==> src/hdl/mmda_pkg.sv <==
// ----------------------------------------------------------------------------
// mmda_pkg
// shared types and constants of the min-max distance accumulator
// ----------------------------------------------------------------------------
package mmda_pkg;

  localparam int VAL_W    = 16;
  localparam int MAG_W    = 17;
  localparam int SUM_W    = 32;
  localparam int DIST_W   = 17;
  localparam int FRAC_W   = 16;
  localparam int CFG_AW   = 3;
  localparam int CFG_DW   = 32;

  localparam logic [DIST_W-1:0] ONE_Q16 = DIST_W'(1) << FRAC_W;
  localparam logic [SUM_W-1:0]  SUM_MAX = '1;

  // register index of the threshold in the configuration space
  localparam logic REG_THRESHOLD = 1'b0;

  // queue of finished sums between front and back
  localparam int QUEUE_DEPTH = 2;
  localparam int QPTR_W      = (QUEUE_DEPTH > 1) ? $clog2(QUEUE_DEPTH) : 1;
  localparam int QCNT_W      = $clog2(QUEUE_DEPTH + 1);

  // one quotient bit per divider step
  localparam int DIV_STEPS = DIST_W;
  localparam int DCNT_W    = $clog2(DIV_STEPS);

  typedef struct packed {
    logic [SUM_W-1:0] num;
    logic [SUM_W-1:0] den;
  } sum_pair_t;

  typedef struct packed {
    logic      valid;
    sum_pair_t data;
  } queue_beat_t;

  typedef enum logic [1:0] {
    B_IDLE,
    B_DIV,
    B_DONE
  } back_state_t;

endpackage

==> src/hdl/mmda_front.sv <==
// ----------------------------------------------------------------------------
// mmda_front
// accepts element pairs, classifies them by sign and accumulates the sums
// ----------------------------------------------------------------------------
module mmda_front (
  input  logic                                clk,
  input  logic                                rst_n,
  input  logic                                in_valid,
  output logic                                in_stall,
  input  logic signed [mmda_pkg::VAL_W-1:0]   in_value_a,
  input  logic signed [mmda_pkg::VAL_W-1:0]   in_value_b,
  input  logic                                in_last,
  input  logic                                q_full,
  output mmda_pkg::queue_beat_t               push
);
  import mmda_pkg::*;

  logic [SUM_W-1:0] num_r, num_nxt;
  logic [SUM_W-1:0] den_r, den_nxt;
  logic [MAG_W-1:0] mag_a, mag_b, lo, hi, add_num, add_den;
  logic             pos_a, pos_b, neg_a, neg_b, same_sign, accept;
  logic [SUM_W:0]   sum_num, sum_den;
  logic [SUM_W-1:0] sat_num, sat_den;

  assign in_stall = q_full;
  assign accept   = in_valid && !in_stall;

  assign mag_a = in_value_a[VAL_W-1] ? MAG_W'(-$signed({in_value_a[VAL_W-1], in_value_a}))
                                     : MAG_W'(in_value_a);
  assign mag_b = in_value_b[VAL_W-1] ? MAG_W'(-$signed({in_value_b[VAL_W-1], in_value_b}))
                                     : MAG_W'(in_value_b);

  assign neg_a = in_value_a[VAL_W-1];
  assign neg_b = in_value_b[VAL_W-1];
  assign pos_a = !neg_a && (in_value_a != '0);
  assign pos_b = !neg_b && (in_value_b != '0);
  assign same_sign = (pos_a && pos_b) || (neg_a && neg_b);

  assign lo = (mag_a < mag_b) ? mag_a : mag_b;
  assign hi = (mag_a < mag_b) ? mag_b : mag_a;

  // same sign: lo to num, hi to den; mixed signs or a zero: both to den
  always_comb begin
    if (same_sign) begin
      add_num = lo;
      add_den = hi;
    end else begin
      add_num = '0;
      add_den = mag_a + mag_b;
    end
  end

  assign sum_num = {1'b0, num_r} + (SUM_W+1)'(add_num);
  assign sum_den = {1'b0, den_r} + (SUM_W+1)'(add_den);
  assign sat_num = sum_num[SUM_W] ? SUM_MAX : sum_num[SUM_W-1:0];
  assign sat_den = sum_den[SUM_W] ? SUM_MAX : sum_den[SUM_W-1:0];

  always_comb begin
    num_nxt = num_r;
    den_nxt = den_r;
    push.valid    = 1'b0;
    push.data.num = sat_num;
    push.data.den = sat_den;
    if (accept) begin
      if (in_last) begin
        push.valid = 1'b1;
        num_nxt    = '0;
        den_nxt    = '0;
      end else begin
        num_nxt = sat_num;
        den_nxt = sat_den;
      end
    end
  end

  always_ff @(posedge clk) begin
    if (!rst_n) begin
      num_r <= '0;
      den_r <= '0;
    end else begin
      num_r <= num_nxt;
      den_r <= den_nxt;
    end
  end

endmodule

==> src/hdl/mmda_queue.sv <==
// ----------------------------------------------------------------------------
// mmda_queue
// short queue of finished sum pairs between accumulator and divider
// ----------------------------------------------------------------------------
module mmda_queue (
  input  logic                  clk,
  input  logic                  rst_n,
  input  mmda_pkg::queue_beat_t push,
  output logic                  full,
  output mmda_pkg::queue_beat_t head,
  input  logic                  pop
);
  import mmda_pkg::*;

  sum_pair_t         entry_r [QUEUE_DEPTH];
  logic [QPTR_W-1:0] wr_ptr_r, rd_ptr_r;
  logic [QCNT_W-1:0] cnt_r;
  logic              do_push, do_pop;

  assign full       = (cnt_r == QCNT_W'(QUEUE_DEPTH));
  assign do_push    = push.valid && !full;
  assign do_pop     = pop && (cnt_r != '0);
  assign head.valid = (cnt_r != '0);
  assign head.data  = entry_r[rd_ptr_r];

  always_ff @(posedge clk) begin
    if (do_push) begin
      entry_r[wr_ptr_r] <= push.data;
    end
  end

  always_ff @(posedge clk) begin
    if (!rst_n) begin
      wr_ptr_r <= '0;
      rd_ptr_r <= '0;
      cnt_r    <= '0;
    end else begin
      if (do_push) begin
        wr_ptr_r <= (wr_ptr_r == QPTR_W'(QUEUE_DEPTH - 1)) ? '0 : wr_ptr_r + 1'b1;
      end
      if (do_pop) begin
        rd_ptr_r <= (rd_ptr_r == QPTR_W'(QUEUE_DEPTH - 1)) ? '0 : rd_ptr_r + 1'b1;
      end
      cnt_r <= cnt_r + QCNT_W'(do_push) - QCNT_W'(do_pop);
    end
  end

`ifndef SYNTH
  a_no_overflow: assert property (@(posedge clk) disable iff (!rst_n)
    full |-> !do_push)
    else $error("queue written while full");
`endif

endmodule

==> src/hdl/mmda_back.sv <==
// ----------------------------------------------------------------------------
// mmda_back
// bit-serial divider for the distance and the result output register
// ----------------------------------------------------------------------------
module mmda_back (
  input  logic                          clk,
  input  logic                          rst_n,
  input  mmda_pkg::queue_beat_t         head,
  output logic                          pop,
  input  logic [mmda_pkg::DIST_W-1:0]   threshold,
  output logic                          out_valid,
  input  logic                          out_stall,
  output logic [mmda_pkg::DIST_W-1:0]   out_distance,
  output logic                          out_within_res,
  output logic                          out_zero_denominator
);
  import mmda_pkg::*;

  back_state_t       state_r, state_nxt;
  logic [SUM_W:0]    rem_r, rem_nxt;
  logic [SUM_W-1:0]  div_r, div_nxt;
  logic [DIST_W-1:0] quot_r, quot_nxt;
  logic [DCNT_W-1:0] cnt_r, cnt_nxt;
  logic              zero_r, zero_nxt;
  logic              out_valid_r, out_valid_nxt;
  logic [DIST_W-1:0] dist_r;
  logic              within_r, zden_r;
  logic              load_out;
  logic [SUM_W:0]    trial;
  logic              ge;
  logic [SUM_W-1:0]  num_clip;

  assign num_clip = (head.data.num > head.data.den) ? head.data.den : head.data.num;

  // the first step takes the remainder as is, later ones shift in a zero
  assign trial = (cnt_r == '0) ? rem_r : {rem_r[SUM_W-1:0], 1'b0};
  assign ge    = (trial >= {1'b0, div_r});

  always_comb begin
    state_nxt = state_r;
    rem_nxt   = rem_r;
    div_nxt   = div_r;
    quot_nxt  = quot_r;
    cnt_nxt   = cnt_r;
    zero_nxt  = zero_r;
    pop       = 1'b0;
    load_out  = 1'b0;
    unique case (state_r)
      B_IDLE: begin
        if (head.valid) begin
          pop = 1'b1;
          if (head.data.den == '0) begin
            quot_nxt  = ONE_Q16;
            zero_nxt  = 1'b1;
            state_nxt = B_DONE;
          end else begin
            rem_nxt   = {1'b0, head.data.den - num_clip};
            div_nxt   = head.data.den;
            quot_nxt  = '0;
            cnt_nxt   = '0;
            zero_nxt  = 1'b0;
            state_nxt = B_DIV;
          end
        end
      end
      B_DIV: begin
        rem_nxt  = ge ? (trial - {1'b0, div_r}) : trial;
        quot_nxt = {quot_r[DIST_W-2:0], ge};
        if (cnt_r == DCNT_W'(DIV_STEPS - 1)) begin
          state_nxt = B_DONE;
        end else begin
          cnt_nxt = cnt_r + 1'b1;
        end
      end
      B_DONE: begin
        if (!out_valid_r || !out_stall) begin
          load_out  = 1'b1;
          state_nxt = B_IDLE;
        end
      end
      default: state_nxt = B_IDLE;
    endcase
  end

  always_comb begin
    out_valid_nxt = out_valid_r;
    if (load_out) begin
      out_valid_nxt = 1'b1;
    end else if (out_valid_r && !out_stall) begin
      out_valid_nxt = 1'b0;
    end
  end

  always_ff @(posedge clk) begin
    if (!rst_n) begin
      state_r     <= B_IDLE;
      out_valid_r <= 1'b0;
    end else begin
      state_r     <= state_nxt;
      out_valid_r <= out_valid_nxt;
    end
  end

  always_ff @(posedge clk) begin
    rem_r  <= rem_nxt;
    div_r  <= div_nxt;
    quot_r <= quot_nxt;
    cnt_r  <= cnt_nxt;
    zero_r <= zero_nxt;
    if (load_out) begin
      dist_r   <= quot_r;
      within_r <= !zero_r && (quot_r <= threshold);
      zden_r   <= zero_r;
    end
  end

  assign out_valid            = out_valid_r;
  assign out_distance         = dist_r;
  assign out_within_res       = within_r;
  assign out_zero_denominator = zden_r;

`ifndef SYNTH
  a_zero_den_result: assert property (@(posedge clk) disable iff (!rst_n)
    out_valid && out_zero_denominator |-> out_distance == ONE_Q16 && !out_within_res)
    else $error("zero denominator result malformed");
  a_dist_range: assert property (@(posedge clk) disable iff (!rst_n)
    out_valid |-> out_distance <= ONE_Q16)
    else $error("distance above one");
  a_no_pop_busy: assert property (@(posedge clk) disable iff (!rst_n)
    state_r != B_IDLE |-> !pop)
    else $error("queue popped while divider busy");
  a_rem_bound: assert property (@(posedge clk) disable iff (!rst_n)
    state_r == B_DIV && cnt_r != '0 |-> rem_r < {1'b0, div_r})
    else $error("divider remainder out of range");
`endif

endmodule

==> src/hdl/minmax_distance_accumulator.sv <==
// ----------------------------------------------------------------------------
// minmax_distance_accumulator
// streaming generalized min-max distance of two signed Q7.8 vectors
// ----------------------------------------------------------------------------
// Element pairs are taken at one beat per clock while in_stall is low. Each
// vector's sums are handed to a two-entry queue on its last beat, and a
// bit-serial divider then pops them, works out the quotient one bit per
// step and loads the output register with the result. in_stall rises only
// while the queue holds two finished vectors, which happens when short
// vectors arrive back to back faster than the divider finishes them. Sums
// saturate at 0xFFFFFFFF. A vector whose denominator is zero gives distance
// 65536 (1.0), within_res 0 and zero_denominator 1. The threshold register
// lives at byte address 0 and resets to 65536.
// ----------------------------------------------------------------------------
module minmax_distance_accumulator (
  input  logic                                 clk,
  input  logic                                 rst_n,
  // input element pairs
  input  logic                                 in_valid,
  output logic                                 in_stall,
  input  logic signed [mmda_pkg::VAL_W-1:0]    in_value_a,
  input  logic signed [mmda_pkg::VAL_W-1:0]    in_value_b,
  input  logic                                 in_last,
  // results
  output logic                                 out_valid,
  input  logic                                 out_stall,
  output logic [mmda_pkg::DIST_W-1:0]          out_distance,
  output logic                                 out_within_res,
  output logic                                 out_zero_denominator,
  // configuration
  input  logic                                 cfg_psel,
  input  logic                                 cfg_penable,
  input  logic                                 cfg_pwrite,
  input  logic [mmda_pkg::CFG_AW-1:0]          cfg_paddr,
  input  logic [mmda_pkg::CFG_DW-1:0]          cfg_pwdata,
  output logic [mmda_pkg::CFG_DW-1:0]          cfg_prdata,
  output logic                                 cfg_pready
);
  import mmda_pkg::*;

  logic [DIST_W-1:0] thr_r, thr_nxt;
  logic              cfg_wr;
  logic              q_full, q_pop;
  queue_beat_t       push, head;

  // register select is the word index; byte lanes below it are ignored
  assign cfg_pready = 1'b1;
  assign cfg_wr     = cfg_psel && cfg_penable && cfg_pwrite && cfg_pready;

  always_comb begin
    thr_nxt = thr_r;
    if (cfg_wr && (cfg_paddr[CFG_AW-1] == REG_THRESHOLD)) begin
      thr_nxt = cfg_pwdata[DIST_W-1:0];
    end
  end

  always_ff @(posedge clk) begin
    if (!rst_n) begin
      thr_r <= ONE_Q16;
    end else begin
      thr_r <= thr_nxt;
    end
  end

  // read back: only the threshold exists, other words read as zero
  assign cfg_prdata = (cfg_paddr[CFG_AW-1] == REG_THRESHOLD) ? CFG_DW'(thr_r) : '0;

  // front: sign classification and saturating sums
  mmda_front u_front (
    .clk        (clk),
    .rst_n      (rst_n),
    .in_valid   (in_valid),
    .in_stall   (in_stall),
    .in_value_a (in_value_a),
    .in_value_b (in_value_b),
    .in_last    (in_last),
    .q_full     (q_full),
    .push       (push)
  );

  // finished vectors wait here while the divider works
  mmda_queue u_queue (
    .clk   (clk),
    .rst_n (rst_n),
    .push  (push),
    .full  (q_full),
    .head  (head),
    .pop   (q_pop)
  );

  // back: divider, threshold compare and output register
  mmda_back u_back (
    .clk                  (clk),
    .rst_n                (rst_n),
    .head                 (head),
    .pop                  (q_pop),
    .threshold            (thr_r),
    .out_valid            (out_valid),
    .out_stall            (out_stall),
    .out_distance         (out_distance),
    .out_within_res       (out_within_res),
    .out_zero_denominator (out_zero_denominator)
  );

endmodule

==> config.mk <==
export PLATFORM = sky130hd
export DESIGN_NAME = minmax_distance_accumulator
export DESIGN_NICKNAME = d
export VERILOG_FILES = /design/src/hdl/mmda_pkg.sv /design/src/hdl/mmda_front.sv /design/src/hdl/mmda_queue.sv /design/src/hdl/mmda_back.sv /design/src/hdl/minmax_distance_accumulator.sv
export SDC_FILE = /design/constraint.sdc
export NUM_CORES = 1
export LEC_CHECK = 0
export BUFFER_PORTS_ARGS = -buffer_cell sky130_fd_sc_hd__buf_2
export CORE_UTILIZATION = 54
export CTS_CLUSTER_DIAMETER = 40
export DETAILED_ROUTE_END_ITERATION = 12
export PLACE_DENSITY = 0.72
export SETUP_SLACK_MARGIN = 0.5
export SLEW_MARGIN = 20
export SYNTH_ARGS = -nofsm -noshare
export SYNTH_HDL_FRONTEND = slang
export SYNTH_SLANG_ARGS = --single-unit
export TNS_END_PERCENT = 100
==> constraint.sdc <==
create_clock -name clk -period 8.58 [get_ports clk]
set_clock_uncertainty 0.2 [all_clocks]
set_input_delay 0.429 -clock clk [delete_from_list [all_inputs] [get_ports clk]]
set_output_delay 0.429 -clock clk [all_outputs]
set_load 0.01 [all_outputs]
==> impl_metrics.py <==
metrics = {
    "yosys": {
        "ys.flop_type": "edfxtp_1",
        "ys_types": 81,
        "synth_top_area_share_pct": 31.59,
        "async_flop_share_pct": 0,
        "synthAdderAreaFrac_pct": 10.81,
        "yosysWarnings": 0,
        "synth.avg_cell_area_um2": 9.671,
        "synth_compound_gate_area_share_pct": 17.50,
        "synthXorXnorAreaFrac_pct": 5.450,
        "synth.area.top_cells": "edfxtp_1 (32%), ha_1 (10%), dfxtp_1 (8.0%)",
        "synth.largest_area_cell": "edfxtp_1",
        "synth-simple-area-share_pct": 14.61,
        "synth-seq-cells": 324,
        "yosysSeqAreaShare_pct": 39.57,
        "synth_edf_count": 235,
        "synth_cells": 2310,
        "synth_top_family_by_area": "compound AO/OA/AOI/OAI gates",
        "synth_mux_area_share_pct": 7.371,
        "synth_area_um2": 22340,
    },
    "die": {
        "io_pins": 129,
        "rows": 74,
        "die_w_um": 205.4,
        "die_h_um": 205.4,
        "core-area_um2": 40830,
        "die-area_um2": 42190,
        "start_util_pct": 54.71,
    },
    "flow_run": {
        "drv_cap": 0,
    },
    "clock_network": {
        "htree_num_levels": 2,
        "clk_pin_slew_ps": 60,
        "cts-root-buf": "clkbuf_16",
        "clockBufferDepth": 3,
        "cts_tree": "yes",
        "postCtsResizedCells": 0,
        "numCtsBuffers": 44,
        "clkLatencyLatePin_ps": 590,
        "numClockSinks": 324,
    },
    "outcome": {
        "outcome": "finished, final reports clean",
    },
    "grt": {
        "antenna_found_initial": 1,
        "grt_usage_pct": 25.19,
        "grt_pass1_vias": 16900,
        "overflow": 0,
        "grt_max_degree": 65,
        "grt_pass1_wl_mm": 85.08,
    },
    "worst_setup_path": {
        "slowest_stage": "or4_1",
        "worstSetupPathType": "in2reg",
        "endpoint_kind": "flop",
        "crit_arrival_ps": 7570,
        "ff2ff_setup_slack_ps": 1520,
        "crit_fanout": 32,
        "r2r_cells": 22,
        "r2r-end": "u_back.rem_r[30]",
        "critPathMaxStageDelay_ps": 540,
        "critical_path_required_ps": 8830,
        "cp-start-kind": "input pin",
    },
    "route": {
        "vias": 17420,
        "avgRoutedWirePerCell_um": 17.68,
        "drt-total-wl_mm": 52.59,
        "route.antenna.remaining_nets": 0,
        "dr.first_iter.drc_count": 958,
        "drcViolationCount": 0,
        "viasPerCell": 5.857,
        "firstDrtPassIters": 6,
    },
    "pwr": {
        "p_per_area_nw_per_um2": 352.5,
        "irDropWorstVdd_v": 0.0002072,
        "seqPwrFrac_pct": 27.2,
        "clkPwrFrac_pct": 20.2,
        "p_int_w": 0.005158,
        "leakage_nw": 10.47,
        "power_switching_w": 0.003642,
        "swShare_pct": 41.39,
        "p_comb_share_pct": 52.6,
    },
    "sta": {
        "rsz0062_at_grt": "no",
        "min_period_over_period_pct": 85.30,
        "setup_tns_ps": 0,
        "finalSetupViolations": 0,
        "fmax_ghz": 0.1366,
        "slew_headroom_pct": 30.13,
        "hold_viol": 0,
        "final.min_clock_period_ps": 7318,
        "tightest_slew_ps": 1047,
        "maxSlewViolCount": 0,
    },
    "finish": {
        "finalInstanceArea_um2": 24970,
        "seq_area_um2": 8840,
        "mostFrequentLayoutCell": "edfxtp_1",
        "nets": 2673,
        "layout_common_cells": "edfxtp_1 (235), nand2_1 (194), ha_1 (185)",
        "nFillCells": 3308,
        "stdcell_count": 2974,
        "drive_gt1_share_pct": 12.41,
        "areaGrowthSynthToFinish_pct": 11.76,
        "multi_input_area_um2": 12590,
    },
    "placement": {
        "placed_cell_area_um2": 23320,
        "placedCellCount": 2876,
        "gp_congestion": 0.9525,
        "hpwl_mm": 39.37,
        "port_buffers": 95,
    },
    "worst_hold_path": {
        "hp-start": "in_last",
        "hold_depth": 3,
        "min_to": "u_front.den_r[17]",
        "hp-class": "in2reg",
    },
}
## Yosys cell counts, drive strengths merged, types with 8 or more instances
master / number
edfxtp: 235
nand2: 194
ha: 185
nor2: 148
inv: 146
a21oi: 139
o21ai: 102
dfxtp: 89
mux2i: 88
xnor2: 85
mux2: 68
a21o: 59
clkbuf: 59
nor3: 57
xor2: 54
nand3: 49
buf: 45
a211oi: 41
nor2b: 39
nand2b: 32
o21a: 31
and3: 29
a22o: 28
and2: 27
a21boi: 26
nand4: 26
a31oi: 20
o31ai: 17
o211ai: 16
nor4: 15
o21bai: 15
or3: 13
a22oi: 12
or2: 12
a311oi: 9
o22ai: 8
## metrics by stage
stage	utilization, %	hold slack [ps]	power, W	worst slack (ps)
after global routing	61.14	192.6	0.009462	806.6
after floorplan	-	226.4	0.005946	1723
final	61.14	190.3	0.008800	1262
after detailed placement	57.11	262.1	0.006969	677.7
after global placement	57.11	254.9	0.006833	838.6
after CTS	61.12	151.9	0.008802	1231
## flip-flops by register name, summed over array words and instances (netlist names), named ones only
signal	count
u_back.out_distance	17
u_queue.entry_r	128
u_back.zero_r	1
thr_r	17
u_back.state_r	2
u_back.rem_r	33
u_queue.rd_ptr_r	1
u_back.out_valid	1
u_back.quot_r	17
u_back.cnt_r	5
u_queue.cnt_r	2
u_front.den_r	32
u_back.out_zero_denominator	1
u_queue.wr_ptr_r	1
u_back.out_within_res	1
u_front.num_r	32
u_back.div_r	32
## layout make-up
type / instances / share of cell area (%)
diodes: 1 / 0.01002
repair buffers: 139 / 3.458
clock inverters: 27 / 1.268
well taps: 532 / 2.666
clock buffers: 52 / 4.571
multi-input cells: 1753 / 50.43
flip-flops and latches: 324 / 35.41
inverters: 146 / 2.195
## per-layer routing
layer | routed length, µm | up-vias | share of wire [%] | GRT usage (%)
met2 | 25090 | 437 | 48 | 42.69
li1 | - | 8657 | - | -
met4 | 1956 | 0 | 3.7 | 10.87
met3 | 2090 | 130 | 4.0 | 3.247
met5 | 0 | - | 0 | 0
met1 | 23450 | 8195 | 45 | 32.21
## power by group through the flow
stage,Clock (W),Combinational [W],Sequential [W]
2_1_floorplan,0,0.00359,0.00235
3_3_place_gp,0,0.00443,0.00241
3_5_place_dp,0,0.00455,0.00242
4_1_cts,0.00181,0.00460,0.00239
5_1_grt,0.00187,0.00517,0.00242
6_report,0.00178,0.00463,0.00239
## worst max path at each step
stage	slack (ps)	from	end
final	1260	in_value_b[4]	u_front.num_r[11]
after global routing	810	in_value_b[4]	u_front.num_r[11]
after CTS	1230	in_value_b[4]	u_front.num_r[11]
after detailed placement	680	in_value_b[4]	u_front.num_r[11]
after global placement	840	in_value_b[4]	u_front.num_r[11]
after floorplan	1720	in_value_b[4]	u_queue.entry_r[0][36]
## kinds of logic after synthesis
group	count (synthesis)
and+or+nand+nor	667
AOI/OAI and AO/OA	582
adders and majority gates	190
buffers and inverters	250
muxes	156
xor gates and xnor gates	139
DFF	324
other	2
## critical path, delay by kind of cell
family	cells	cell delay (ps)
XOR/XNOR	1	320
buffers and inverters	2	230
AND/OR/NAND/NOR	8	2130
adder cells (fa/ha/maj)	3	980
AO/OA/AOI/OAI	13	3480
## timing repair
action	4_1_cts	5_1_grt
hold buffers	18	0
buffers inserted	0	0
endpoints found under the hold margin	18	0
Power figures use the tool's default switching activity.
